[config.mk]
export PLATFORM = sky130hd
export DESIGN_NAME = sdf_back
export DESIGN_NICKNAME = d
export VERILOG_FILES = /design/src/design/sdf_pkg.sv /design/src/design/sdf_back.sv
export SDC_FILE = /design/constraint.sdc
export NUM_CORES = 1
export LEC_CHECK = 0
export BUFFER_PORTS_ARGS = -buffer_cell sky130_fd_sc_hd__buf_2
export CAP_MARGIN = 20
export CELL_PAD_IN_SITES_DETAIL_PLACEMENT = 1
export CELL_PAD_IN_SITES_GLOBAL_PLACEMENT = 1
export CORE_MARGIN = 10
export CORE_UTILIZATION = 39
export DETAILED_ROUTE_END_ITERATION = 12
export PLACE_DENSITY_LB_ADDON = 0.2
export SLEW_MARGIN = 20
export SYNTH_ARGS = -nofsm -noshare
export SYNTH_HDL_FRONTEND = slang
export SYNTH_SLANG_ARGS = --single-unit
[constraint.sdc]
create_clock -name aclk -period 3.8 [get_ports aclk]
set_input_delay 0 -clock aclk [delete_from_list [all_inputs] [get_ports aclk]]
set_output_delay 0 -clock aclk [all_outputs]
set_load 0.05 [all_outputs]
[src/design/sdf_pkg.sv]
package sdf_pkg;

    // ascii codes used in the field
    localparam logic [6:0] CH_SPACE = 7'h20;
    localparam logic [6:0] CH_ZERO  = 7'h30;
    localparam logic [6:0] CH_MINUS = 7'h2D;
    localparam logic [6:0] CH_NUL   = 7'h00;

    localparam int CHAR_W   = 7;
    localparam int NUMBER_W = 32;
    localparam int FWIDTH_W = 5;

    // reciprocal of ten for a 32-bit dividend: q = (x * RECIP10) >> RECIP_SHIFT
    localparam logic [31:0] RECIP10     = 32'hCCCC_CCCD;
    localparam int          RECIP_SHIFT = 35;

    // queue status seen by the front and back
    typedef struct packed {
        logic full;
        logic empty;
    } q_status_t;

endpackage

[src/design/sdf_back.sv]
module sdf_back #(
    parameter int FIELD_LEN = 16,
    parameter int POS_W     = $clog2(FIELD_LEN),
    parameter int WCNT_W    = $clog2(FIELD_LEN + 1)
) (
    input  logic                                        aclk,
    input  logic                                        aresetn,
    input  sdf_pkg::q_status_t                          q_stat,
    input  logic [WCNT_W-1:0]                           head_width,
    input  logic [FIELD_LEN-1:0][sdf_pkg::CHAR_W-1:0]   head_field,
    output logic                                        pop,
    output logic                                        out_valid,
    input  logic                                        out_ready,
    output logic [sdf_pkg::CHAR_W-1:0]                  out_char,
    output logic                                        out_last
);

    logic                                       active_reg, active_next;
    logic [WCNT_W-1:0]                          cnt_reg, cnt_next;
    logic [FIELD_LEN-1:0][sdf_pkg::CHAR_W-1:0]  field_reg, field_next;
    logic                                       out_xfer;
    logic                                       run_done;

    assign out_valid = active_reg;
    assign out_last  = (cnt_reg == WCNT_W'(1));
    assign out_char  = field_reg[POS_W'(cnt_reg - 1'b1)];
    assign out_xfer  = active_reg && out_ready;
    assign run_done  = out_xfer && out_last;
    assign pop       = !q_stat.empty && (!active_reg || run_done);

    // walk the field from the top requested position down to zero
    always_comb begin
        active_next = active_reg;
        cnt_next    = cnt_reg;
        field_next  = field_reg;
        if (pop) begin
            active_next = 1'b1;
            cnt_next    = head_width;
            field_next  = head_field;
        end else if (run_done) begin
            active_next = 1'b0;
        end else if (out_xfer) begin
            cnt_next = cnt_reg - 1'b1;
        end
    end

    always_ff @(posedge aclk) begin
        if (!aresetn) begin
            active_reg <= 1'b0;
        end else begin
            active_reg <= active_next;
        end
        cnt_reg   <= cnt_next;
        field_reg <= field_next;
    end

endmodule

==> out/summary.txt, run 1 <==
CTS Hold Bufs -> 103
Gate Count Post-Synth -> 208
worst-case clock buffer depth -> 2
Post-synth EDFFs -> 117
Post-synth ARST share -> 0%
library cells used by synthesis -> 26
Cell Area, Placed -> 5510 um2
H-tree levels -> 4
synthesized flop and latch total -> 118
Sink Count -> 118
Post-DP HPWL -> 7540 um
Mapped Area -> 4690 um2
CTS Buf Count -> 17
GPL Wtd Cong -> 0.694
Synth area leaders -> edfxtp_1 75%, mux4_2 11%, mux4_1 2.8%, mux2i_1 1.9%, a211oi_1 1.1%
post-CTS resize count -> 0
Post-CTS Setup Bufs -> 0
Stop stage -> 4_1_cts
Synth top area share -> 74.9%
Root Driver -> clkbuf_16
Synth warnings -> 0
syn avg cell area -> 22.5 um2
Placement Rows -> 39
post-synthesis sequential area ratio -> 75.4%
syn_nets -> 332
Main synth FF type -> edfxtp_1
Log Error -> [ERROR RSZ-0060] Max buffer count reached.
Yosys top cell by area -> edfxtp_1
Initial Utilization -> 40.4%
Die W -> 130 um
Die Ht -> 130 um
I/O Buffers -> 130
IO Count -> 132
status -> did not finish
==> synth_stat cells (all sizes together), types with 2 or more instances <==
| cell | number |
|---|---|
| a211oi | 7 |
| a21oi | 8 |
| buf | 9 |
| edfxtp | 117 |
| ha | 2 |
| inv | 5 |
| mux2 | 3 |
| mux2i | 9 |
| mux4 | 28 |
| nand2 | 3 |
| nor2b | 7 |
| xnor2 | 2 |
==> logic make-up after synthesis <==
| family | count (synthesis) | share of synthesized area (%) |
|---|---|---|
| buffers and inverters | 14 | 1.97 |
| multiplexers | 40 | 16.7 |
| AND/OR/NAND/NOR | 13 | 2.03 |
| AO/OA/AOI/OAI | 18 | 2.64 |
| flip-flops | 118 | 75.4 |
| adder cells (fa/ha/maj) | 2 | 0.534 |
| XOR/XNOR | 3 | 0.721 |
==> metrics by stage <==
stage          std cells  setup slack (ns)  util [%]
2_1_floorplan        208            -0.451         -
3_5_place_dp         477             0.994      47.5
3_3_place_gp         477              1.04      47.5
==> run 2: changes to the inputs <==
- CELL_PAD_IN_SITES_DETAIL_PLACEMENT: 1 -> default
- CELL_PAD_IN_SITES_GLOBAL_PLACEMENT: 1 -> default
- CORE_UTILIZATION: 39 -> 25
- PLACE_DENSITY_LB_ADDON: 0.2 -> 0.15
- clock period: 3.8 -> 4.9 ns (I/O delays scaled with it)
==> out/summary.txt, run 2 <==
CP arrival -> 3.33 ns
Yosys top cell by area -> edfxtp_1 (unchanged)
Synth warnings -> 0 (unchanged)
Initial Utilization -> 25.2% (was 40.4%)
Gate Count Post-Synth -> 208 (unchanged)
Hold Fails Final Rpt -> 0
synthesized-area fraction occupied by adder cells -> 0.534% (unchanged)
Fmax -> 0.301 GHz
DR pass1 iterations -> 4
M1 WL -> 5600 um
all-layer global routing usage -> 10.5%
Top Family by Delay on Critical Path -> adder cells
mux cell area share after synthesis -> 16.7% (unchanged)
commonest non-fill, non-tap cells in the layout -> 130 x buf_2, 119 x dlygate4sd3_1, 117 x edfxtp_1, 23 x mux4_2, 17 x clkbuf_16
area delta synth->final -> 58.4%
DRC viols -> 0
Main synth FF type -> edfxtp_1 (unchanged)
DRT iter0 DRCs -> 82
total gr overflow -> 0
Peak VDD IR -> 347 uV
Synth Area in XOR/XNOR -> 0.721% (unchanged)
TNS Setup -> 0 ns
worst hold path class -> input pin to flip-flop
Synth area leaders -> edfxtp_1 75%, mux4_2 11%, mux4_1 2.8%, mux2i_1 1.9%, a211oi_1 1.1% (unchanged)
die area -> 24600 um2
WS Path Type -> flip-flop to output pin
largest net degree at the start of global routing -> 78
worst-case clock buffer depth -> 2 (unchanged)
Post-DP HPWL -> 8220 um (was 7540 um)
vias in the first global route -> 3438
I/O Buffers -> 130 (unchanged)
Worst path slowest cell -> ha_1
Die W -> 157 um (was 130 um)
H-tree levels -> 4 (unchanged)
LEAKAGE -> 2.84 nW
syn_nets -> 332 (unchanged)
Pins Over Slew Limit -> 0
Sink Count -> 118 (unchanged)
RSZ-0062 raised after global routing -> false
most common cell in the netlist -> edfxtp_1 (unchanged)
max FFs per register -> 112
Post-synth ARST share -> 0% (unchanged)
Clock Latency Late Sink -> 0.41 ns
status -> finished, final reports clean (was did not finish)
Mapped Area -> 4690 um2 (unchanged)
pre-CTS setup slack -> 1.94 ns (was 0.994 ns)
fraction of the mapped netlist area in compound gates -> 2.64% (unchanged)
post-synthesis sequential area ratio -> 75.4% (unchanged)
first-pass GRT wire length -> 19100 um
routed wire length -> 12500 um
share of cells above drive strength 1 -> 40.6%
Final Net Count -> 597
critical path cell sequence -> buf_4, inv_1, ha_1, mux4_1, nor2b_1, a211oi_1, a21oi_1, buf_2
Max Cap Viol -> 0
CP required -> 4.90 ns
Setup Viol. Count Final -> 0
GPL Wtd Cong -> 0.684 (was 0.694)
library cells used by synthesis -> 26 (unchanged)
Placement Rows -> 50 (was 39)
Die Ht -> 157 um (was 130 um)
simple-gate share of the synthesized area -> 2.03% (unchanged)
Power Density -> 431 nW/um2
final setup margin -> 1.57 ns
worst clock skew -> 0.00757 ns
antenna diode count -> 0
slowest stage delay, CP -> 0.85 ns
slew margin rel. -> 32.9%
Post-synth EDFFs -> 117 (unchanged)
post-CTS resize count -> 0 (unchanged)
CTS clk-pin slew, worst paths -> 0.05 ns
met2 routed WL -> 5900 um
Vias -> 2976
DR top layer -> met4
period utilization -> 67.9%
CTS Buf Count -> 17 (unchanged)
main combinational cell family by area after synthesis -> multiplexers (unchanged)
Worst Path Buf+Inv -> 3
post-route ant nets -> 0
Root Driver -> clkbuf_16 (unchanged)
Synth top area share -> 74.9% (unchanged)
Core Region -> 18600 um2
wire per inst -> 17.4 um
element type at the critical path end -> output pin
CP startpoint kind -> flip-flop
commonest non-fill, non-tap cell in the layout -> buf_2
crit path max fanout -> 15
syn avg cell area -> 22.5 um2 (unchanged)
Tmin final -> 3.33 ns
Worst Tran Pin Value -> 1.01 ns
IO Count -> 132 (unchanged)
commonest cells in the netlist -> 117 x edfxtp_1, 23 x mux4_2, 9 x mux2i_1 (unchanged)
antenna violations before repair -> 0
routed wl met3 -> 874 um
CTS tree -> yes
vias per cell -> 4.14
synthesized flop and latch total -> 118 (unchanged)
==> run 2: cell counts after synthesis <==
Identical to the previous run, type by type.
==> run 2: kinds of logic after synthesis <==
logic type	Yosys count
flip-flops	118
multiplexers	40
AO/OA/AOI/OAI	18
buffers and inverters	14
AND/OR/NAND/NOR	13
XOR/XNOR	3
adder cells (fa/ha/maj)	2
==> run 2: per-layer routing <==
layer	vias to the layer above	GRT usage, %
met4	0	3.91
li1	1400	-
met5	-	0
met1	1464	12.9
met3	9	4.69
met2	103	16.0
==> run 2: power breakdown <==
| group | switching (W) | total (W) | internal [W] |
|---|---|---|---|
| sequential | 0.0000256 | 0.00122 | 0.00119 |
| combinational | 0.000394 | 0.000686 | 0.000292 |
| clock | 0.000448 | 0.00129 | 0.000845 |
| total | 0.000868 | 0.00320 | 0.00233 |
==> run 2: path summary, 6_finish.rpt <==
kind | startpoint | end | slack [ns] | cells after the start
setup / recovery | cnt_reg[0] | out_char[6] | 1.57 | 8
hold / removal | q_stat[0] | cnt_reg[3] | 0.04 | 3
setup reg to reg | cnt_reg[0] | field_reg[80] | 2.15 | 6
hold reg to reg | out_valid | cnt_reg[3] | 0.78 | 2
==> run 2: timing repair <==
action	in CTS	in global routing
hold endpoints to repair	118	0
hold buffers	119	0
setup endpoints to repair	0	0
buffers inserted	0	0
==> run 2: final cells by class <==
cell class | instances | area (um2)
sequential | 118 | 3530
timing repair buffer | 255 | 1890
tap | 234 | 293
clock inverter | 13 | 183
clock buffer | 18 | 429
inverter | 5 | 18.8
multi-input combinational | 76 | 1080
fill | 1678 | 11200
==> run 2: worst reg2reg max path: stages (launching register included) <==
cell      delay [ns]
edfxtp_1        0.35
buf_4           0.34
ha_1            0.22
nor4b_4         0.26
nand2_2         0.12
a21oi_4         0.22
buf_4           0.74
==> run 2: metrics by stage <==
stage          hold WS (ns)  std cells  utilization (%)  instance area (um2)  power [W]
6_report             0.0374        719             40.0                 7420    0.00320
2_1_floorplan        0.0989        208                -                 4690    0.00167
3_5_place_dp          0.178        569             30.3                 5620    0.00187
4_1_cts              0.0101        719             40.0                 7420    0.00326
5_1_grt              0.0318        719             40.0                 7420    0.00335
3_3_place_gp          0.176        569             30.3                 5620    0.00187
Note: power is estimated with default switching activity, not from simulation.
==> run 3: changes to the inputs <==
- clock period: 4.9 -> 2.7 ns (I/O delays scaled with it)
==> out/summary.txt, run 3 (synthesized netlist as in run 2, its figures left out) <==
crit path max fanout -> 20 (was 15)
Hold Startpoint -> q_stat[0] (unchanged)
Initial Utilization -> 25.2% (unchanged)
CTS clk-pin slew, worst paths -> 0.05 ns (about the same)
antenna violations before repair -> 0 (unchanged)
CP arrival -> 2.54 ns (was 3.33 ns)
commonest non-fill, non-tap cell in the layout -> buf_2 (unchanged)
Post-DP HPWL -> 8190 um (was 8220 um)
DRT iter0 DRCs -> 99 (was 82)
H-tree levels -> 4 (unchanged)
Vias -> 3016 (was 2976)
antenna diode count -> 0 (unchanged)
total power -> 0.00565 W (was 0.00320 W)
Fmax -> 0.393 GHz
Peak VDD IR -> 667 uV (was 347 uV)
LEAKAGE -> 2.88 nW (was 2.84 nW)
Cell Area, Placed -> 5690 um2 (was 5620 um2)
CP startpoint kind -> flip-flop (unchanged)
Worst path slowest cell -> edfxtp_1 (was ha_1)
Tmin final -> 2.54 ns
cells on worst reg2reg path -> 7 (was 6)
critical path cell sequence -> inv_1, ha_2, xor2_4, buf_12, buf_12, mux4_2, mux2i_1, a21oi_1, buf_2 (was buf_4, inv_1, ha_1, mux4_1, nor2b_1, a211oi_1, a21oi_1, buf_2)
first-pass GRT wire length -> 19900 um (was 19100 um)
DR pass1 iterations -> 4 (unchanged)
reg2reg end -> field_reg[74] (was field_reg[80])
all-layer global routing usage -> 10.8% (was 10.5%)
P_sw -> 0.00161 W (was 0.000868 W)
Die Ht -> 157 um (unchanged)
post-route ant nets -> 0 (unchanged)
period utilization -> 94.2%
vias per cell -> 4.13 (was 4.14)
area delta synth->final -> 60.6% (was 58.4%)
slew margin rel. -> 59.2% (was 32.9%)
IO Count -> 132 (unchanged)
WS Path Type -> flip-flop to output pin (unchanged)
WHS -> 0.0893 ns (was 0.0374 ns)
end of the worst hold path -> field_reg[39] (was cnt_reg[3])
worst hold path class -> input pin to flip-flop (unchanged)
Worst Tran Pin Value -> 0.612 ns (was 1.01 ns)
total gr overflow -> 0 (unchanged)
Reg-to-Reg Start -> cnt_reg[1] (was cnt_reg[0])
Pins Over Slew Limit -> 0 (unchanged)
Max Cap Viol -> 0 (unchanged)
routed wire length -> 12600 um (was 12500 um)
status -> finished, final reports clean (unchanged)
Gate power share -> 24.0% (was 21.5%)
Hold Fails Final Rpt -> 0 (unchanged)
Flop pwr share -> 39.1% (was 38.1%)
die area -> 24600 um2 (unchanged)
vias in the first global route -> 3489 (was 3438)
element type at the critical path end -> output pin (unchanged)
Sink Count -> 118 (unchanged)
worst-case clock buffer depth -> 2 (unchanged)
Core Region -> 18600 um2 (unchanged)
Placement Rows -> 50 (unchanged)
Worst Hold Path Cells -> 3 (unchanged)
worst clock skew -> 0.0105 ns (was 0.00757 ns)
share of cells above drive strength 1 -> 42.7% (was 40.6%)
max FFs per register -> 112 (unchanged)
slowest stage delay, CP -> 0.41 ns (was 0.85 ns)
Die W -> 157 um (unchanged)
commonest non-fill, non-tap cells in the layout -> 129 x buf_2, 119 x dlygate4sd3_1, 117 x edfxtp_1, 23 x mux4_2, 17 x clkbuf_16 (was 130 x buf_2, 119 x dlygate4sd3_1, 117 x edfxtp_1, 23 x mux4_2, 17 x clkbuf_16)
CP required -> 2.70 ns (was 4.90 ns)
CTS tree -> yes (unchanged)
GPL Wtd Cong -> 0.713 (was 0.684)
Crit path top cell by count -> buf_12
wire per inst -> 17.2 um (was 17.4 um)
Sw Share -> 28.5% (was 27.1%)
Clock Latency Late Sink -> 0.41 ns (about the same)
Root Driver -> clkbuf_16 (unchanged)
Int Pwr -> 0.00404 W (was 0.00233 W)
I/O Buffers -> 130 (unchanged)
reg-to-reg setup timing slack -> 0.56 ns (was 2.15 ns)
CTS Buf Count -> 17 (unchanged)
DRC viols -> 0 (unchanged)
Power Density -> 750 nW/um2 (was 431 nW/um2)
Setup Viol. Count Final -> 0 (unchanged)
Clk pwr share -> 36.9% (was 40.4%)
Final Net Count -> 608 (was 597)
Final Instance Area -> 7530 um2 (was 7420 um2)
largest net degree at the start of global routing -> 53 (was 78)
run 3: cell types whose count changed in the layout (fill, tap and decap cells not counted), moves of 2 or more:
| cell | previous run | this run |
|---|---|---|
| a211oi_1 | 7 | 3 |
| bufinv_16 | 4 | 1 |
| a211oi_2 | 0 | 4 |
| buf_12 | 0 | 4 |
| buf_4 | 6 | 12 |
| buf_6 | 0 | 2 |
run 3: power by group through the flow:
stage                     Clock, W  Combinational, W  Sequential [W]
after detailed placement         0           0.00118         0.00225
after global placement           0           0.00118         0.00224
after CTS                  0.00216           0.00137         0.00221
final                      0.00208           0.00136         0.00221
after floorplan                  0          0.000786         0.00224
after global routing       0.00223           0.00147         0.00222
run 3: worst max-delay path by stage:
| stage | slack, ns | startpoint | cells past startpoint | end |
|---|---|---|---|---|
| after CTS | -0.006 | cnt_reg[0] | 9 | out_char[1] |
| after global routing | -0.0002 | cnt_reg[0] | 9 | out_char[1] |
| after global placement | 0.32 | cnt_reg[0] | 8 | out_char[1] |
| after detailed placement | 0.29 | cnt_reg[0] | 8 | out_char[1] |
| after floorplan | -1.55 | cnt_reg[1] | 6 | cnt_reg[0] |
| final | 0.16 | cnt_reg[0] | 9 | out_char[1] |
run 3: metal layers:
layer	wire, um	share of wire (%)	vias to the layer above	global-route usage (%)
met5	0	0	-	0
met4	155	1.2	0	3.78
met3	936	7.4	12	4.50
met1	5400	43	1472	13.4
met2	6120	49	110	16.5
li1	-	-	1422	-
run 3: what timing repair did:
item | in CTS | in global routing
pin swaps | 0 | 1
resized for setup | 3 | 7
setup endpoints to repair | 7 | 7
hold buffers | 119 | 0
endpoints found under the hold margin | 118 | 0
gates cloned | 0 | 0
setup buffers | 2 | 5
run 3: final cells by class:
type / instances / area [um2]
Clock buffer: 19 / 433
Inverter: 5 / 18.8
Sequential cell: 118 / 3530
Tap cell: 234 / 293
Fill cell: 1689 / 11000
Timing Repair Buffer: 266 / 2030
Multi-Input combinational cell: 76 / 1110
Clock inverter: 13 / 109
run 3: through the flow:
step                cells  utilization (%)  setup WS, ns  setup TNS, ns
floorplan             208                -         -1.55        -164.61
global placement      573             30.6         0.319              0
detailed placement    573             30.6         0.288              0
CTS                   726             40.2      -0.00609       -0.00609
global route          731             40.5     -0.000227      -0.000227
finish                731             40.5         0.158              0
run 3: worst max-delay path: cells and delay by family, from the launching register on:
| family | cells | cell delay, ns |
|---|---|---|
| XOR/XNOR | 1 | 0.17 |
| adder cells (fa/ha/maj) | 1 | 0.24 |
| multiplexers | 2 | 0.48 |
| AO/OA/AOI/OAI | 1 | 0.13 |
| buffers and inverters | 4 | 0.69 |
| flip-flops | 1 | 0.41 |
==> run 4: changes to the inputs <==
- CORE_ASPECT_RATIO: default -> 1.25
==> out/summary.txt, run 4 (synthesized netlist as in run 2, its figures left out) <==
status -> finished, final reports clean (unchanged)
Worst Tran Pin Value -> 0.533 ns (was 0.612 ns)
Post-DP HPWL -> 8190 um (about the same)
vias per cell -> 4.06 (was 4.13)
register area -> 3530 um2 (unchanged)
Die Ht -> 173 um (was 157 um)
antenna diode count -> 0 (unchanged)
met3 Track Usage GR -> 4.03% (was 4.50%)
DR pass1 iterations -> 4 (unchanged)
largest net degree at the start of global routing -> 46 (was 53)
commonest non-fill, non-tap cells in the layout -> 128 x buf_2, 119 x dlygate4sd3_1, 117 x edfxtp_1, 23 x mux4_2, 17 x clkbuf_16 (was 129 x buf_2, 119 x dlygate4sd3_1, 117 x edfxtp_1, 23 x mux4_2, 17 x clkbuf_16)
wire per inst -> 17.3 um (was 17.2 um)
H-tree levels -> 4 (unchanged)
CTS tree -> yes (unchanged)
Finished Layout Cells -> 716 (was 731)
Pins Over Slew Limit -> 0 (unchanged)
Post-Place Cells -> 565 (was 573)
CP startpoint kind -> flip-flop (unchanged)
GPL Wtd Cong -> 0.694 (was 0.713)
period utilization -> 93.9% (was 94.2%)
WHS -> 0.141 ns (was 0.0893 ns)
DRT iter0 DRCs -> 133 (was 99)
crit path max fanout -> 12 (was 20)
Placement Rows -> 55 (was 50)
DRC viols -> 0 (unchanged)
commonest non-fill, non-tap cell in the layout -> buf_2 (unchanged)
worst hold path class -> input pin to flip-flop (unchanged)
Core Region -> 18300 um2 (was 18600 um2)
post-route ant nets -> 0 (unchanged)
Root Driver -> clkbuf_16 (unchanged)
vias in the first global route -> 3518 (was 3489)
GR Util met1 -> 11.8% (was 13.4%)
FILL cells -> 1685 (was 1689)
Fmax -> 0.394 GHz (was 0.393 GHz)
Clock Latency Late Sink -> 0.41 ns (about the same)
Peak VDD IR -> 417 uV (was 667 uV)
antenna violations before repair -> 0 (unchanged)
Vias -> 2910 (was 3016)
all-layer global routing usage -> 10.5% (was 10.8%)
max FFs per register -> 112 (unchanged)
slew margin rel. -> 64.5% (was 59.2%)
die area -> 24700 um2 (was 24600 um2)
worst-case clock buffer depth -> 2 (unchanged)
WS Path Type -> flip-flop to output pin (unchanged)
Die W -> 142 um (was 157 um)
area delta synth->final -> 60.1% (was 60.6%)
element type at the critical path end -> output pin (unchanged)
CTS Buf Count -> 17 (unchanged)
Power Density -> 763 nW/um2 (was 750 nW/um2)
Max Cap Viol -> 0 (unchanged)
met2 usage -> 17.5% (was 16.5%)
Setup Viol. Count Final -> 0 (unchanged)
share of cells above drive strength 1 -> 41.8% (was 42.7%)
IO Count -> 132 (unchanged)
Hold Fails Final Rpt -> 0 (unchanged)
worst clock skew -> 0.0106 ns (was 0.0105 ns)
CP arrival -> 2.54 ns (about the same)
LEAKAGE -> 2.86 nW (was 2.88 nW)
routed wire length -> 12400 um (was 12600 um)
Initial Utilization -> 25.6% (was 25.2%)
Sink Count -> 118 (unchanged)
first-pass GRT wire length -> 19300 um (was 19900 um)
CTS clk-pin slew, worst paths -> 0.06 ns (was 0.05 ns)
Final Net Count -> 599 (was 608)
I/O Buffers -> 130 (unchanged)
total gr overflow -> 0 (unchanged)
CP required -> 2.70 ns (about the same)
grt peak-use layer -> met2 (unchanged)
area of the multi-input gates -> 1110 um2 (about the same)
Tmin final -> 2.54 ns (about the same)
[run 4: cell types whose count changed in the layout (fill, tap and decap cells not counted)]
| cell | previous run | this run |
|---|---|---|
| mux2i_1 | 9 | 7 |
| a211oi_2 | 4 | 1 |
| clkinv_4 | 2 | 4 |
| inv_6 | 1 | 2 |
| mux2i_2 | 0 | 2 |
| buf_6 | 2 | 3 |
| buf_12 | 4 | 5 |
| a211oi_1 | 3 | 6 |
| clkinv_2 | 3 | 1 |
| buf_2 | 129 | 128 |
| bufinv_16 | 1 | 2 |
| buf_4 | 12 | 2 |
| clkbuf_1 | 2 | 0 |
[run 4: path summary, 6_finish.rpt]
| check | startpoint | end | slack [ns] | cells after the start |
|---|---|---|---|---|
| setup / recovery | cnt_reg[0] | out_char[0] | 0.16 | 8 |
| hold / removal | out_ready | cnt_reg[3] | 0.14 | 2 |
| setup reg to reg | cnt_reg[2] | field_reg[47] | 0.55 | 4 |
| hold reg to reg | cnt_reg[4] | cnt_reg[4] | 0.79 | 2 |
[run 4: power by group]
group	switching, W	leakage [nW]	internal, W	total (W)
Sequential	0.0000489	1.12	0.00216	0.00221
Clock	0.000835	0.271	0.00136	0.00219
Combinational	0.000725	1.46	0.000600	0.00133
[run 4: metal layers]
metal / routed length [um] / up-vias
met1: 4810 / 1407
met5: 0 / -
met3: 729 / 11
met2: 6670 / 80
li1: - / 1412
met4: 155 / 0
[run 4: per-stage QoR]
stage / instance area (um2) / util [%] / setup WS [ns] / total power (W) / TNS, ns
after global routing: 7510 / 41.0 / -0.00485 / 0.00600 / -0.00485
after detailed placement: 5690 / 31.1 / 0.418 / 0.00342 / 0
final: 7510 / 41.0 / 0.164 / 0.00573 / 0
after floorplan: 4690 / - / -1.55 / 0.00303 / -164.61
after global placement: 5690 / 31.1 / 0.410 / 0.00342 / 0
after CTS: 7480 / 40.9 / 0.0182 / 0.00581 / 0
[run 4: final cells by class]
class | count | area share [%]
multi-input combinational | 76 | 14.8
timing repair buffer | 257 | 26.4
clock inverter | 15 | 2.07
inverter | 5 | 0.250
clock buffer | 17 | 5.67
tap | 228 | 3.80
sequential | 118 | 47.1
[run 4: worst max-delay path, stage by stage, from the launching register on]
cell	delay, ns
edfxtp_1	0.45
inv_1	0.12
ha_2	0.24
xor2_4	0.18
buf_6	0.21
mux4_2	0.34
mux2i_2	0.20
a21oi_1	0.12
buf_2	0.25
[run 4: what timing repair did]
item	in CTS	in global routing
pin swaps	0	0
setup endpoints to repair	3	6
buffers inserted	0	0
hold endpoints to repair	118	0
hold buffers	119	0
resized for setup	4	8
gates cloned	0	0
