[config.mk]
export PLATFORM = sky130hd
export DESIGN_NAME = sdf_queue
export DESIGN_NICKNAME = d
export VERILOG_FILES = /design/src/design/sdf_pkg.sv /design/src/design/sdf_queue.sv
export SDC_FILE = /design/constraint.sdc
export NUM_CORES = 1
export LEC_CHECK = 0
export ABC_AREA = 1
export ABC_CLOCK_PERIOD_IN_PS = 4800
export BUFFER_PORTS_ARGS = -buffer_cell sky130_fd_sc_hd__buf_2
export CAP_MARGIN = 40
export CORE_MARGIN = 1
export CORE_UTILIZATION = 52
export DETAILED_ROUTE_END_ITERATION = 7
export GPL_TIMING_DRIVEN = 0
export PLACE_DENSITY = 0.79
export SYNTH_ARGS = -nofsm -noshare
export SYNTH_HDL_FRONTEND = slang
export SYNTH_SLANG_ARGS = --single-unit
export TNS_END_PERCENT = 10
[constraint.sdc]
create_clock -name aclk -period 4.8 [get_ports aclk]
set_input_delay 0.96 -clock aclk [delete_from_list [all_inputs] [get_ports aclk]]
set_output_delay 0.96 -clock aclk [all_outputs]
set_load 0.01 [all_outputs]
[src/design/sdf_pkg.sv]
package sdf_pkg;

    // ascii codes used in the field
    localparam logic [6:0] CH_SPACE = 7'h20;
    localparam logic [6:0] CH_ZERO  = 7'h30;
    localparam logic [6:0] CH_MINUS = 7'h2D;
    localparam logic [6:0] CH_NUL   = 7'h00;

    localparam int CHAR_W   = 7;
    localparam int NUMBER_W = 32;
    localparam int FWIDTH_W = 5;

    // reciprocal of ten for a 32-bit dividend: q = (x * RECIP10) >> RECIP_SHIFT
    localparam logic [31:0] RECIP10     = 32'hCCCC_CCCD;
    localparam int          RECIP_SHIFT = 35;

    // queue status seen by the front and back
    typedef struct packed {
        logic full;
        logic empty;
    } q_status_t;

endpackage

[src/design/sdf_queue.sv]
module sdf_queue #(
    parameter int ENTRY_W = 117
) (
    input  logic               aclk,
    input  logic               aresetn,
    input  logic               push,
    input  logic [ENTRY_W-1:0] push_data,
    input  logic               pop,
    output logic [ENTRY_W-1:0] head_data,
    output sdf_pkg::q_status_t q_stat
);

    logic [ENTRY_W-1:0] mem_reg [2];
    logic               wr_ptr_reg, wr_ptr_next;
    logic               rd_ptr_reg, rd_ptr_next;
    logic [1:0]         count_reg, count_next;

    assign head_data    = mem_reg[rd_ptr_reg];
    assign q_stat.full  = (count_reg == 2'd2);
    assign q_stat.empty = (count_reg == 2'd0);

    // pointer and fill count
    always_comb begin
        wr_ptr_next = wr_ptr_reg ^ push;
        rd_ptr_next = rd_ptr_reg ^ pop;
        count_next  = count_reg + {1'b0, push} - {1'b0, pop};
    end

    always_ff @(posedge aclk) begin
        if (!aresetn) begin
            wr_ptr_reg <= 1'b0;
            rd_ptr_reg <= 1'b0;
            count_reg  <= 2'd0;
        end else begin
            wr_ptr_reg <= wr_ptr_next;
            rd_ptr_reg <= rd_ptr_next;
            count_reg  <= count_next;
        end
        if (push) begin
            mem_reg[wr_ptr_reg] <= push_data;
        end
    end

endmodule

==> tab_implementation.tex, run 1 <==
\begin{tabular}{lr}
\hline
Metric & Value \\
\hline
\multicolumn{2}{l}{\textbf{Clock tree}} \\
Master cell of the clock root buffer & sky130\_fd\_sc\_hd\_\_clkbuf\_16 \\
Latest clock arrival within the worst-skew pair & 500 ps \\
Cts repair resizes & 0 \\
Maximum number of buffers from clock root to sink & 3 \\
Number of buffers inserted by post-CTS setup repair & 0 \\
CTS tree & yes \\
Clock-pin slew on the worst setup and hold paths & 60 ps \\
Number of CTS-inserted buffers & 23 \\
\# clock sinks & 239 \\
CTS Hold Buffers Added & 0 \\
CTS H-Tree Depth & 1 \\
\multicolumn{2}{l}{\textbf{Drt}} \\
Detailed-route wire length & 16.0 mm \\
Detailed-router iteration count before antenna repair & 4 \\
Total number of vias & about 4500 \\
Post-detailed-route via-to-cell ratio & about 5 \\
1st-iter DRT viols & 232 \\
Final routed wire length divided by cell count & 17.9 µm \\
Residual DRC & 0 \\
Antenna Nets Post-Route & 0 \\
\multicolumn{2}{l}{\textbf{STA}} \\
Slew Limit Headroom & 76.5\% \\
Period Utilization, post-route & 57.8\% \\
Highest Clock Rate & $\sim$360 MHz \\
Final critical-path required period & 2770 ps \\
Final setup violation count & 0 \\
Least-Margin Pin Slew & between 300 and 400 ps \\
Final hold violation count & 0 \\
Final critical-path setup slack & about 2000 ps \\
Sum of negative setup slack & 0 ps \\
RSZ-0062 raised after global routing & no \\
Max-slew violation count & 0 \\
Largest clock skew in the final design & 18.5 ps \\
\multicolumn{2}{l}{\textbf{Logic synthesis}} \\
Sequential-to-total area share from yosys stat & 81.1\% \\
Adder-cell share of the synthesized area & 0.570\% \\
Largest cells by area after synthesis & sky130\_fd\_sc\_hd\_\_edfxtp\_1, sky130\_fd\_sc\_hd\_\_mux2\_2, sky130\_fd\_sc\_hd\_\_mux2\_4 \\
Post-Synthesis Net Count & 518 \\
Area share of the leading cell type in the synthesized netlist & 80.0\% \\
Number of synthesized register bits & 239 \\
Warnings, synthesis & 0 \\
Combinational family with the most area after synthesis & multiplexers \\
Count of different cell masters after synthesis & 13 \\
Combined area of all synthesized cells & 0.00879 mm² \\
Xor and xnor fraction of the mapped netlist area & less than 1\% \\
Fraction of synthesized area in multiplexers & $\sim$16\% \\
Top cell type by total area after synthesis & sky130\_fd\_sc\_hd\_\_edfxtp\_1 \\
Simple-Gate Fraction of Synth Area & less than 1\% \\
Number of instances in the synthesized netlist & 393 \\
Average cell area after synthesis & 22.4 µm² \\
Compound-gate portion of the synthesized area & 0.0570\% \\
\multicolumn{2}{l}{\textbf{Pwr}} \\
Peak supply drop & between 0.0004 and 0.0005 V \\
Power, Total & around 4.7 mW \\
Power density relative to cell area & 423 mW/mm² \\
Lkg Pwr & between 4 and 5 nW \\
\multicolumn{2}{l}{\textbf{Final layout}} \\
Diode insertion count for antenna repair & 0 \\
Area Growth Syn to Fin & 26.5\% \\
Number of filler instances in the final layout & around 1100 \\
Share of cells above drive strength 1 & between 60 and 70\% \\
Max FFs per register & 234 \\
Final layout net count & 786 \\
Total area of multi-input combinational cells & 0.00156 mm² \\
Sequential cell area & 0.00713 mm² \\
\multicolumn{2}{l}{\textbf{Floorplan}} \\
Die Area & between 0.015 and 0.02 mm² \\
Starting density of the core & 53.2\% \\
Core region area & between 0.015 and 0.02 mm² \\
Die extent in x & around 130 µm \\
Number of cell rows & 47 \\
Die height & 132 µm \\
I/O pin count & 240 \\
\multicolumn{2}{l}{\textbf{Critical path}} \\
Critical path launch point type & flop \\
WS Path Type & reg -> out \\
CP endpoint kind & primary output \\
Arrival time of data at the critical path endpoint & 1810 ps \\
R2r startpoint & wr\_ptr\_reg \\
Worst path required time & 3840 ps \\
Critical path peak fanout & 10 \\
\multicolumn{2}{l}{\textbf{Place}} \\
HPWL reported at the end of detailed placement & 11.0 mm \\
Routability congestion estimate & 0.746 \\
Count of input and output buffers & between 200 and 250 \\
Minimum setup slack after placement & roughly 2500 ps \\
\multicolumn{2}{l}{\textbf{Min path}} \\
Launch point of the worst hold path & rd\_ptr\_reg \\
Worst min path class & reg -> reg \\
\multicolumn{2}{l}{\textbf{GRT}} \\
Initial antenna violation count & 1 \\
Pin count of the biggest net entering global routing & 52 \\
All-layer global routing usage & around 18\% \\
Remaining global-route overflow & 0 \\
First-pass GRT wire length & 24.7 mm \\
Vias in the first global route & 4883 \\
\multicolumn{2}{l}{\textbf{Run}} \\
Number of max-cap violations & 0 \\
\multicolumn{2}{l}{\textbf{Outcome}} \\
Result of the run & finished, final reports clean \\
\hline
\end{tabular}
[stage by stage]
step | util, % | hold WS, ps | instance area, µm² | cells
after floorplan | - | 480 | 8790 | 393
after global placement | 62.1 | 497 | 10300 | 852
after detailed placement | 62.9 | 529 | 10400 | 856
after CTS | 67.2 | 554 | 11100 | 898
after global routing | 67.2 | 573 | 11100 | 898
final | 67.2 | 534 | 11100 | 898
[path summary, 6_finish.rpt]
check / end / slack [ps] / cells past startpoint
worst max-delay path: head_data[90] / 2030 / 5
worst min register to register: flop / 530 / 2
worst max register to register: mem_reg[0][2] / 3350 / 3
worst min-delay path: flop / 530 / 2
[synth_stat cells]
cell type	number
sky130_fd_sc_hd__edfxtp_1	234
sky130_fd_sc_hd__mux2_2	87
sky130_fd_sc_hd__mux2_4	30
sky130_fd_sc_hd__buf_2	8
sky130_fd_sc_hd__inv_1	7
sky130_fd_sc_hd__nor2_1	6
sky130_fd_sc_hd__buf_6	5
sky130_fd_sc_hd__dfxtp_1	5
sky130_fd_sc_hd__ha_1	4
sky130_fd_sc_hd__nand2_1	4
sky130_fd_sc_hd__a21oi_1	1
sky130_fd_sc_hd__nand3_1	1
sky130_fd_sc_hd__xnor2_1	1
[layer usage]
metal  vias up  GRT usage (%)  share of wire, %
met1      2209           21.2                38
li1       2087              -                 -
met5         -              0             0.075
met4         2           6.72               2.8
met2       192           32.2                51
met3        43           5.27               8.2
[logic make-up after synthesis]
| group | Yosys count |
|---|---|
| and+or+nand+nor | 11 |
| xor gates and xnor gates | 1 |
| buffers and inverters | 20 |
| adders and majority gates | 4 |
| muxes | 117 |
| DFF | 239 |
| AOI/OAI and AO/OA | 1 |
[layout by cell type (no fill, tap or decap), drive strengths merged]
| cell type | Yosys | layout |
|---|---|---|
| nand3 | 1 | 1 |
| clkbuf | 0 | 31 |
| ha | 4 | 4 |
| edfxtp | 234 | 234 |
| nor2 | 6 | 6 |
| mux2 | 117 | 117 |
| bufinv | 0 | 1 |
| xnor2 | 1 | 1 |
| buf | 13 | 256 |
| inv | 7 | 8 |
| clkinvlp | 0 | 1 |
| nand2 | 4 | 4 |
| dfxtp | 5 | 5 |
| a21oi | 1 | 1 |
| clkinv | 0 | 8 |
[layout make-up]
class	instances	area share, %
sequential	239	64.1
multi-input combinational	134	14.1
timing repair buffer	243	11.8
clock buffer	31	5.72
tap	220	2.48
buffer	13	0.867
clock inverter	11	0.754
inverter	7	0.236
[power breakdown]
part           internal [mW]  switching [mW]
sequential              2.44          0.0306
combinational          0.266           0.278
clock                  0.984           0.709
[worst max-delay path, stage by stage, from the launching register on]
cell and delay, ps:
sky130_fd_sc_hd__dfxtp_1 320, sky130_fd_sc_hd__buf_6 150, sky130_fd_sc_hd__buf_6 180, sky130_fd_sc_hd__buf_6 190, sky130_fd_sc_hd__mux2_4 320, sky130_fd_sc_hd__buf_2 140
Power figures use the tool's default switching activity.
==> run 2: changes to the inputs <==
--- a/config.mk
+++ b/config.mk
@@ -6,7 +6,7 @@
 export NUM_CORES = 1
 export LEC_CHECK = 0
 export ABC_AREA = 1
-export ABC_CLOCK_PERIOD_IN_PS = 4800
+export ABC_CLOCK_PERIOD_IN_PS = 2900
 export BUFFER_PORTS_ARGS = -buffer_cell sky130_fd_sc_hd__buf_2
 export CAP_MARGIN = 40
 export CORE_MARGIN = 1
==> constraint.sdc (replaced) <==
create_clock -name aclk -period 2.9 [get_ports aclk]
set_input_delay 0.58 -clock aclk [delete_from_list [all_inputs] [get_ports aclk]]
set_output_delay 0.58 -clock aclk [all_outputs]
set_load 0.01 [all_outputs]
==> run 2 against run 1 <==
  * Sequential share of layout area is 0.42 points higher
  * Highest routed layer is now met4
  * Largest cell class unchanged
  * Combinational power grew 62%
  * Global-route usage shrank 0.43 points
  * Critical path type unchanged
  * Sequential power grew 65%
  * Final cell count down 0.22%
  * Wire length fell by 2.3%
  * Non-clock buffer count fell by 2
==> tab_implementation.tex, run 2 (synthesized netlist as in run 1, its figures left out) <==
\begin{tabular}{lr}
\hline
Metric & Value \\
\hline
\multicolumn{2}{l}{\textbf{Drt}} \\
Total number of vias & 4488 (was 4533) \\
Residual DRC & 0 (unchanged) \\
Detailed-route wire length & 15.7 mm (was 16.0 mm) \\
1st-iter DRT viols & 203 (was 232) \\
Final routed wire length divided by cell count & 17.5 µm (was 17.9 µm) \\
Post-detailed-route via-to-cell ratio & 5.01 (was 5.05) \\
Detailed-router iteration count before antenna repair & 4 (unchanged) \\
Antenna Nets Post-Route & 0 (unchanged) \\
\multicolumn{2}{l}{\textbf{Place}} \\
HPWL reported at the end of detailed placement & 10.5 mm (was 11.0 mm) \\
Routability congestion estimate & 0.776 (was 0.746) \\
Count of input and output buffers & 239 (unchanged) \\
Minimum setup slack after placement & 671 ps (was 2530 ps) \\
Area after DPL & 0.0103 mm² (was 0.0104 mm²) \\
\multicolumn{2}{l}{\textbf{Critical path}} \\
Slowest cell on crit path & sky130\_fd\_sc\_hd\_\_dfxtp\_1 (unchanged) \\
Critical path launch point type & flop (unchanged) \\
Worst path bufs/invs & 4 (unchanged) \\
WS Path Type & reg -> out (unchanged) \\
Critical path peak fanout & 10 (unchanged) \\
Worst stage delay on the critical path & 320 ps (about the same) \\
Cell-by-cell listing of the critical path & buf\_6 -> buf\_6 -> buf\_6 -> mux2\_4 -> buf\_2 (unchanged) \\
Crit path top cell by count & sky130\_fd\_sc\_hd\_\_buf\_6 (unchanged) \\
Arrival time of data at the critical path endpoint & 1830 ps (was 1810 ps) \\
Worst path required time & 2320 ps (was 3840 ps) \\
Gate family responsible for the most delay along the worst path & buffers and inverters (unchanged) \\
CP endpoint kind & primary output (unchanged) \\
\multicolumn{2}{l}{\textbf{Floorplan}} \\
Starting density of the core & 53.2\% (unchanged) \\
Die extent in x & 132 µm (unchanged) \\
I/O pin count & 240 (unchanged) \\
Die height & 132 µm (unchanged) \\
Core region area & 0.0165 mm² (unchanged) \\
Number of cell rows & 47 (unchanged) \\
Die Area & 0.0174 mm² (unchanged) \\
\multicolumn{2}{l}{\textbf{STA}} \\
Highest Clock Rate & 416 MHz \\
Sum of negative setup slack & 0 ps (unchanged) \\
Max-slew violation count & 0 (unchanged) \\
Final critical-path required period & 2410 ps \\
Period Utilization, post-route & 83.0\% \\
Final setup violation count & 0 (unchanged) \\
Slew Limit Headroom & 46.3\% (was 76.5\%) \\
Least-Margin Pin Slew & 806 ps (was 353 ps) \\
Final critical-path setup slack & 494 ps (was 2030 ps) \\
RSZ-0062 raised after global routing & no (unchanged) \\
Final hold violation count & 0 (unchanged) \\
Largest clock skew in the final design & 14.4 ps (was 18.5 ps) \\
\multicolumn{2}{l}{\textbf{Outcome}} \\
Result of the run & finished, final reports clean (unchanged) \\
\multicolumn{2}{l}{\textbf{Clock tree}} \\
Clock-pin slew on the worst setup and hold paths & 60 ps (about the same) \\
Number of CTS-inserted buffers & 24 (was 23) \\
CTS H-Tree Depth & 1 (unchanged) \\
Maximum number of buffers from clock root to sink & 3 (unchanged) \\
\# clock sinks & 239 (unchanged) \\
CTS tree & yes (unchanged) \\
Latest clock arrival within the worst-skew pair & 510 ps (was 500 ps) \\
Master cell of the clock root buffer & sky130\_fd\_sc\_hd\_\_clkbuf\_16 (unchanged) \\
CTS Hold Buffers Added & 0 (unchanged) \\
Number of buffers inserted by post-CTS setup repair & 0 (unchanged) \\
Cts repair resizes & 0 (unchanged) \\
\multicolumn{2}{l}{\textbf{GRT}} \\
First-pass GRT wire length & 24.2 mm (was 24.7 mm) \\
Vias in the first global route & 4932 (was 4883) \\
Remaining global-route overflow & 0 (unchanged) \\
Pin count of the biggest net entering global routing & 64 (was 52) \\
All-layer global routing usage & 17.8\% (was 18.2\%) \\
Initial antenna violation count & 0 (was 1) \\
\multicolumn{2}{l}{\textbf{Final layout}} \\
Final layout net count & 785 (was 786) \\
Share of the core filled with cells in the final layout & 66.8\% (was 67.2\%) \\
Max FFs per register & 234 (unchanged) \\
Share of cells above drive strength 1 & 59.5\% (was 60.5\%) \\
Area Growth Syn to Fin & 25.6\% (was 26.5\%) \\
Diode insertion count for antenna repair & 0 (unchanged) \\
Total area of multi-input combinational cells & 0.00156 mm² (unchanged) \\
Number of filler instances in the final layout & 1103 (was 1112) \\
Most common cell after layout, fill and taps aside & sky130\_fd\_sc\_hd\_\_buf\_2 (unchanged) \\
Layout Cell Area excl Fill & 0.0110 mm² (was 0.0111 mm²) \\
Sequential cell area & 0.00713 mm² (unchanged) \\
Top library cells by usage in the layout, fill and taps aside & sky130\_fd\_sc\_hd\_\_buf\_2, sky130\_fd\_sc\_hd\_\_edfxtp\_1, sky130\_fd\_sc\_hd\_\_mux2\_2, sky130\_fd\_sc\_hd\_\_mux2\_4, sky130\_fd\_sc\_hd\_\_clkbuf\_16 (unchanged) \\
\multicolumn{2}{l}{\textbf{Min path}} \\
Worst min path class & in -> reg (was reg -> reg) \\
\multicolumn{2}{l}{\textbf{Run}} \\
Number of max-cap violations & 0 (unchanged) \\
\multicolumn{2}{l}{\textbf{Pwr}} \\
Lkg Pwr & 4.25 nW (was 4.29 nW) \\
Peak supply drop & 0.000551 V (was 0.000419 V) \\
Power density relative to cell area & 699 mW/mm² (was 423 mW/mm²) \\
\hline
\end{tabular}
==> run 2: path summary, 6_finish.rpt <==
kind                 startpoint              to  slack, ps  cells past startpoint
setup reg to reg     wr_ptr_reg  mem_reg[0][90]       1060                      3
hold / removal    push_data[11]  mem_reg[1][11]        260                      1
hold reg to reg      rd_ptr_reg            flop        510                      2
setup / recovery           flop  head_data[103]        490                      5
==> run 2: stage by stage <==
| step | hold WS [ps] | std cells | total power [mW] |
|---|---|---|---|
| after floorplan | 480 | 393 | 4.67 |
| after global placement | 498 | 852 | 5.01 |
| after detailed placement | 505 | 854 | 5.05 |
| after CTS | 240 | 896 | 7.79 |
| after global routing | 230 | 896 | 7.99 |
| final | 257 | 896 | 7.72 |
==> run 2: worst reg2reg max path, cell delays in order (launching register included) <==
cell                      delay [ps]
sky130_fd_sc_hd__dfxtp_1         330
sky130_fd_sc_hd__inv_1            90
sky130_fd_sc_hd__ha_4            660
sky130_fd_sc_hd__buf_16          350
==> run 2: layout make-up <==
class / instances / share of cell area (%)
inverters: 7 / 0.238
repair buffers: 241 / 11.3
plain buffers: 13 / 0.873
clock buffers: 36 / 6.04
multi-input cells: 134 / 14.1
flip-flops and latches: 239 / 64.6
clock inverters: 6 / 0.317
well taps: 220 / 2.49
==> run 2: metal layers <==
metal	global-route usage [%]	vias up	part of all wire, %
met5	0	-	0
met4	6.07	0	2.6
met1	19.5	2182	37
met3	6.23	32	8.9
li1	-	2085	-
met2	32.1	189	51
==> run 2: report_power, final <==
group / internal (mW) / total, mW / leakage [nW] / switching (mW)
clock: 1.59 / 2.75 / 0.341 / 1.16
sequential: 4.03 / 4.08 / 2.24 / 0.0503
combinational: 0.430 / 0.883 / 1.67 / 0.454
==> run 3: changes to the inputs <==
--- a/config.mk
+++ b/config.mk
@@ -5,15 +5,15 @@
 export SDC_FILE = /design/constraint.sdc
 export NUM_CORES = 1
 export LEC_CHECK = 0
-export ABC_AREA = 1
-export ABC_CLOCK_PERIOD_IN_PS = 2900
+export ABC_AREA = 0
+export ABC_CLOCK_PERIOD_IN_PS = 2130
 export BUFFER_PORTS_ARGS = -buffer_cell sky130_fd_sc_hd__buf_2
 export CAP_MARGIN = 40
 export CORE_MARGIN = 1
-export CORE_UTILIZATION = 52
+export CORE_UTILIZATION = 47
 export DETAILED_ROUTE_END_ITERATION = 7
 export GPL_TIMING_DRIVEN = 0
-export PLACE_DENSITY = 0.79
+export PLACE_DENSITY = 0.76
 export SYNTH_ARGS = -nofsm -noshare
 export SYNTH_HDL_FRONTEND = slang
 export SYNTH_SLANG_ARGS = --single-unit
==> constraint.sdc (replaced) <==
create_clock -name aclk -period 2.13 [get_ports aclk]
set_input_delay 0.426 -clock aclk [delete_from_list [all_inputs] [get_ports aclk]]
set_output_delay 0.426 -clock aclk [all_outputs]
set_load 0.01 [all_outputs]
==> run 3 against run 2 <==
  * Combinational power grew 90%
  * Final cell count grew 2.3%
  * Global-route usage grew 0.12 points
  * Via count grew 0.91%
  * Clock skew grew 3.3 ps
  * Hold slack lost 150 ps
  * Sequential power grew 37%
  * Register-to-register slack lost 800 ps
  * Critical endpoint is now head_data[104]
  * The flow now finishes with violations (design-rule violations, negative setup slack)
==> tab_implementation.tex, run 3 <==
\begin{tabular}{lr}
\hline
Metric & Value \\
\hline
\multicolumn{2}{l}{\textbf{Outcome}} \\
Result of the run & finished with violations (was finished, final reports clean) \\
Violations in the final reports & design-rule violations, negative setup slack \\
\multicolumn{2}{l}{\textbf{GRT}} \\
Vias in the first global route & 4974 (was 4932) \\
First-pass GRT wire length & 26.7 mm (was 24.2 mm) \\
All-layer global routing usage & 17.9\% (was 17.8\%) \\
Initial antenna violation count & 2 (was 0) \\
Remaining global-route overflow & 0 (unchanged) \\
Pin count of the biggest net entering global routing & 61 (was 64) \\
\multicolumn{2}{l}{\textbf{STA}} \\
Final setup violation count & 113 (was 0) \\
Worst hold slack after final layout & 105 ps (was 257 ps) \\
Sum of negative setup slack & -4640 ps (was 0 ps) \\
Final critical-path setup slack & -93.8 ps (was 494 ps) \\
RSZ-0062 raised after global routing & yes (was no) \\
Largest clock skew in the final design & 17.7 ps (was 14.4 ps) \\
Slew Limit Headroom & 41.3\% (was 46.3\%) \\
Least-Margin Pin Slew & 880 ps (was 806 ps) \\
Final hold violation count & 0 (unchanged) \\
Max-slew violation count & 0 (unchanged) \\
Period Utilization, post-route & 104\% \\
Final critical-path required period & between 2000 and 2500 ps \\
Highest Clock Rate & 450 MHz \\
\multicolumn{2}{l}{\textbf{Critical path}} \\
Critical path launch point type & flop (unchanged) \\
WS Path Type & reg -> out (unchanged) \\
Crit Reg-Reg Endpoint & mem\_reg[0][115] (was mem\_reg[0][90]) \\
Minimum setup slack among reg-to-reg paths & 260 ps (was 1060 ps) \\
Critical path peak fanout & 5 (was 10) \\
Reg2Reg Depth & 3 (unchanged) \\
Arrival time of data at the critical path endpoint & 1800 ps (was 1830 ps) \\
Worst path required time & 1700 ps (was 2320 ps) \\
R2r startpoint & wr\_ptr\_reg (unchanged) \\
CP endpoint kind & primary output (unchanged) \\
Critical Path End & head\_data[104] (was head\_data[103]) \\
\multicolumn{2}{l}{\textbf{Place}} \\
HPWL reported at the end of detailed placement & 10.9 mm (was 10.5 mm) \\
Routability congestion estimate & 0.733 (was 0.776) \\
Count of input and output buffers & 239 (unchanged) \\
Number of cells after detailed placement & 855 (was 854) \\
\multicolumn{2}{l}{\textbf{Logic synthesis}} \\
Count of different cell masters after synthesis & 13 (unchanged) \\
Largest cells by area after synthesis & sky130\_fd\_sc\_hd\_\_edfxtp\_1, sky130\_fd\_sc\_hd\_\_mux2\_2, sky130\_fd\_sc\_hd\_\_mux2\_4 (unchanged) \\
Most used standard cell by instance count after synthesis & sky130\_fd\_sc\_hd\_\_edfxtp\_1 (unchanged) \\
Area share of the leading cell type in the synthesized netlist & 80.0\% (about the same) \\
Proportion of register bits with asynchronous set or reset after synthesis & 0\% (unchanged) \\
Flip-flop cell with the highest count after synthesis & sky130\_fd\_sc\_hd\_\_edfxtp\_1 (unchanged) \\
Warnings, synthesis & 0 (unchanged) \\
Post-synth top cells & sky130\_fd\_sc\_hd\_\_edfxtp\_1, sky130\_fd\_sc\_hd\_\_mux2\_2, sky130\_fd\_sc\_hd\_\_mux2\_4 (unchanged) \\
Average cell area after synthesis & 22.8 µm² (was 22.4 µm²) \\
Sequential-to-total area share from yosys stat & 81.1\% (about the same) \\
Top cell type by total area after synthesis & sky130\_fd\_sc\_hd\_\_edfxtp\_1 (unchanged) \\
Post-Synthesis Net Count & 510 (was 518) \\
Number of flops mapped to enable cells by yosys & 234 (unchanged) \\
Number of synthesized register bits & 239 (unchanged) \\
Combined area of all synthesized cells & 0.00879 mm² (about the same) \\
Number of instances in the synthesized netlist & 385 (was 393) \\
\multicolumn{2}{l}{\textbf{Drt}} \\
Total number of vias & 4529 (was 4488) \\
Detailed-route wire length & 17.3 mm (was 15.7 mm) \\
Post-detailed-route via-to-cell ratio & 4.94 (was 5.01) \\
Final routed wire length divided by cell count & 18.9 µm (was 17.5 µm) \\
Detailed-router iteration count before antenna repair & 6 (was 4) \\
Antenna Nets Post-Route & 0 (unchanged) \\
Residual DRC & 19 (was 0) \\
1st-iter DRT viols & 231 (was 203) \\
\multicolumn{2}{l}{\textbf{Min path}} \\
Worst min path class & in -> reg (unchanged) \\
Launch point of the worst hold path & push\_data[27] (was push\_data[11]) \\
\multicolumn{2}{l}{\textbf{Floorplan}} \\
Core region area & 0.0181 mm² (was 0.0165 mm²) \\
I/O pin count & 240 (unchanged) \\
Die Area & 0.0192 mm² (was 0.0174 mm²) \\
Die height & 139 µm (was 132 µm) \\
Starting density of the core & 48.4\% (was 53.2\%) \\
Number of cell rows & 49 (was 47) \\
Die extent in x & 139 µm (was 132 µm) \\
\multicolumn{2}{l}{\textbf{Pwr}} \\
Part of the power in the clock network & 36.4\% (was 35.6\%) \\
Internal power & 8.95 mW (was 6.05 mW) \\
Lkg Pwr & 4.72 nW (was 4.25 nW) \\
Power density relative to cell area & 939 mW/mm² (was 699 mW/mm²) \\
Switching Power & 2.44 mW (was 1.67 mW) \\
Fraction of power consumed by sequential logic & 48.9\% (was 52.9\%) \\
Fraction of power spent switching nets & 21.4\% (was 21.6\%) \\
Gate power share & 14.7\% (was 11.4\%) \\
Peak supply drop & 0.000746 V (was 0.000551 V) \\
\multicolumn{2}{l}{\textbf{Final layout}} \\
Top library cells by usage in the layout, fill and taps aside & sky130\_fd\_sc\_hd\_\_edfxtp\_1, sky130\_fd\_sc\_hd\_\_buf\_2, sky130\_fd\_sc\_hd\_\_buf\_6, sky130\_fd\_sc\_hd\_\_mux2\_2, sky130\_fd\_sc\_hd\_\_mux2\_4 (was sky130\_fd\_sc\_hd\_\_buf\_2, sky130\_fd\_sc\_hd\_\_edfxtp\_1, sky130\_fd\_sc\_hd\_\_mux2\_2, sky130\_fd\_sc\_hd\_\_mux2\_4, sky130\_fd\_sc\_hd\_\_clkbuf\_16) \\
Share of cells above drive strength 1 & 62.0\% (was 59.5\%) \\
Area Growth Syn to Fin & 38.1\% (was 25.6\%) \\
Max FFs per register & 234 (unchanged) \\
Final layout net count & 794 (was 785) \\
Most common cell after layout, fill and taps aside & sky130\_fd\_sc\_hd\_\_edfxtp\_1 (was sky130\_fd\_sc\_hd\_\_buf\_2) \\
Final standard cell count with taps included and fillers excluded & 917 (was 896) \\
Share of the core filled with cells in the final layout & 66.9\% (was 66.8\%) \\
\multicolumn{2}{l}{\textbf{Clock tree}} \\
CTS Hold Buffers Added & 0 (unchanged) \\
Clock-pin slew on the worst setup and hold paths & 60 ps (about the same) \\
CTS H-Tree Depth & 1 (unchanged) \\
Latest clock arrival within the worst-skew pair & 500 ps (was 510 ps) \\
Master cell of the clock root buffer & sky130\_fd\_sc\_hd\_\_clkbuf\_16 (unchanged) \\
CTS tree & yes (unchanged) \\
\# clock sinks & 239 (unchanged) \\
Maximum number of buffers from clock root to sink & 3 (unchanged) \\
Number of CTS-inserted buffers & 25 (was 24) \\
\multicolumn{2}{l}{\textbf{Run}} \\
Number of max-cap violations & 0 (unchanged) \\
\hline
\end{tabular}
==> run 3: cell types whose count changed after synthesis, moves of 3 or more <==
cell,before,now
sky130_fd_sc_hd__nand2_1,4,0
sky130_fd_sc_hd__and2_1,0,3
sky130_fd_sc_hd__inv_1,7,3
sky130_fd_sc_hd__nor2b_1,0,3
sky130_fd_sc_hd__nor2_1,6,1
==> run 3: cells by family (layout without fill, tap and decap cells) <==
family | Yosys count | in the layout | synth area share, %
xor gates and xnor gates | 2 | 2 | 0.356
and+or+nand+nor | 7 | 7 | 0.470
adders and majority gates | 4 | 4 | 0.570
DFF | 239 | 239 | 81.1
buffers and inverters | 16 | 318 | 1.22
other | 0 | 1 | 0
muxes | 117 | 117 | 16.3
==> run 3: critical path: stages, from the launching register on <==
cell and delay, ps:
sky130_fd_sc_hd__dfxtp_4 340, sky130_fd_sc_hd__buf_8 120, sky130_fd_sc_hd__buf_12 130, sky130_fd_sc_hd__buf_12 130
sky130_fd_sc_hd__buf_12 130, sky130_fd_sc_hd__mux2_4 300, sky130_fd_sc_hd__buf_6 120
==> run 3: what timing repair did <==
action / 4_1_cts / 5_1_grt
pin swaps: 0 / 0
setup buffers: 11 / 0
cloned: 5 / 0
setup endpoints to repair: 114 / 117
resized for setup: 138 / 12
==> run 3: area by class of cell <==
type	instances	area, µm²
fillers	1136	6010
clock buffers	33	686
multi-input cells	130	1680
diodes	1	2.50
well taps	229	287
inverters	3	11.3
flip-flops and latches	239	7130
repair buffers	257	1990
clock inverters	12	109
plain buffers	13	240
==> run 3: stage by stage <==
stage | setup slack, ps | total power, mW | cell area [µm²]
2_1_floorplan | 410 | 6.36 | 8810
3_3_place_gp | -155 | 6.84 | 10300
3_5_place_dp | 23.3 | 6.90 | 10300
4_1_cts | -109 | 11.5 | 12100
5_1_grt | -133 | 11.8 | 12100
6_report | -93.8 | 11.4 | 12100
==> run 3: worst min-delay path by stage <==
stage | to | slack (ps) | cells past startpoint
after floorplan | mem_reg[0][0] | 520 | 0
after global placement | rd_ptr_reg | 570 | 2
after detailed placement | flop | 580 | 2
after CTS | mem_reg[0][52] | 90 | 1
after global routing | mem_reg[0][72] | 90 | 1
final | mem_reg[1][27] | 100 | 1
==> run 3: metal layers <==
layer | up-vias | share of wire [%] | global-route usage (%) | wire, µm
met5 | - | 0 | 0 | 0
met1 | 2209 | 37 | 20.5 | 6490
met4 | 0 | 2.2 | 4.91 | 378
met3 | 31 | 7.9 | 5.01 | 1370
met2 | 179 | 52 | 32.9 | 9100
li1 | 2110 | - | - | -
==> run 3: power by group through the flow <==
stage	sequential (mW)	combinational (mW)	clock [mW]
2_1_floorplan	5.64	0.719	0
3_3_place_gp	5.65	1.19	0
3_5_place_dp	5.66	1.24	0
4_1_cts	5.57	1.67	4.24
5_1_grt	5.59	1.78	4.40
6_report	5.57	1.68	4.15
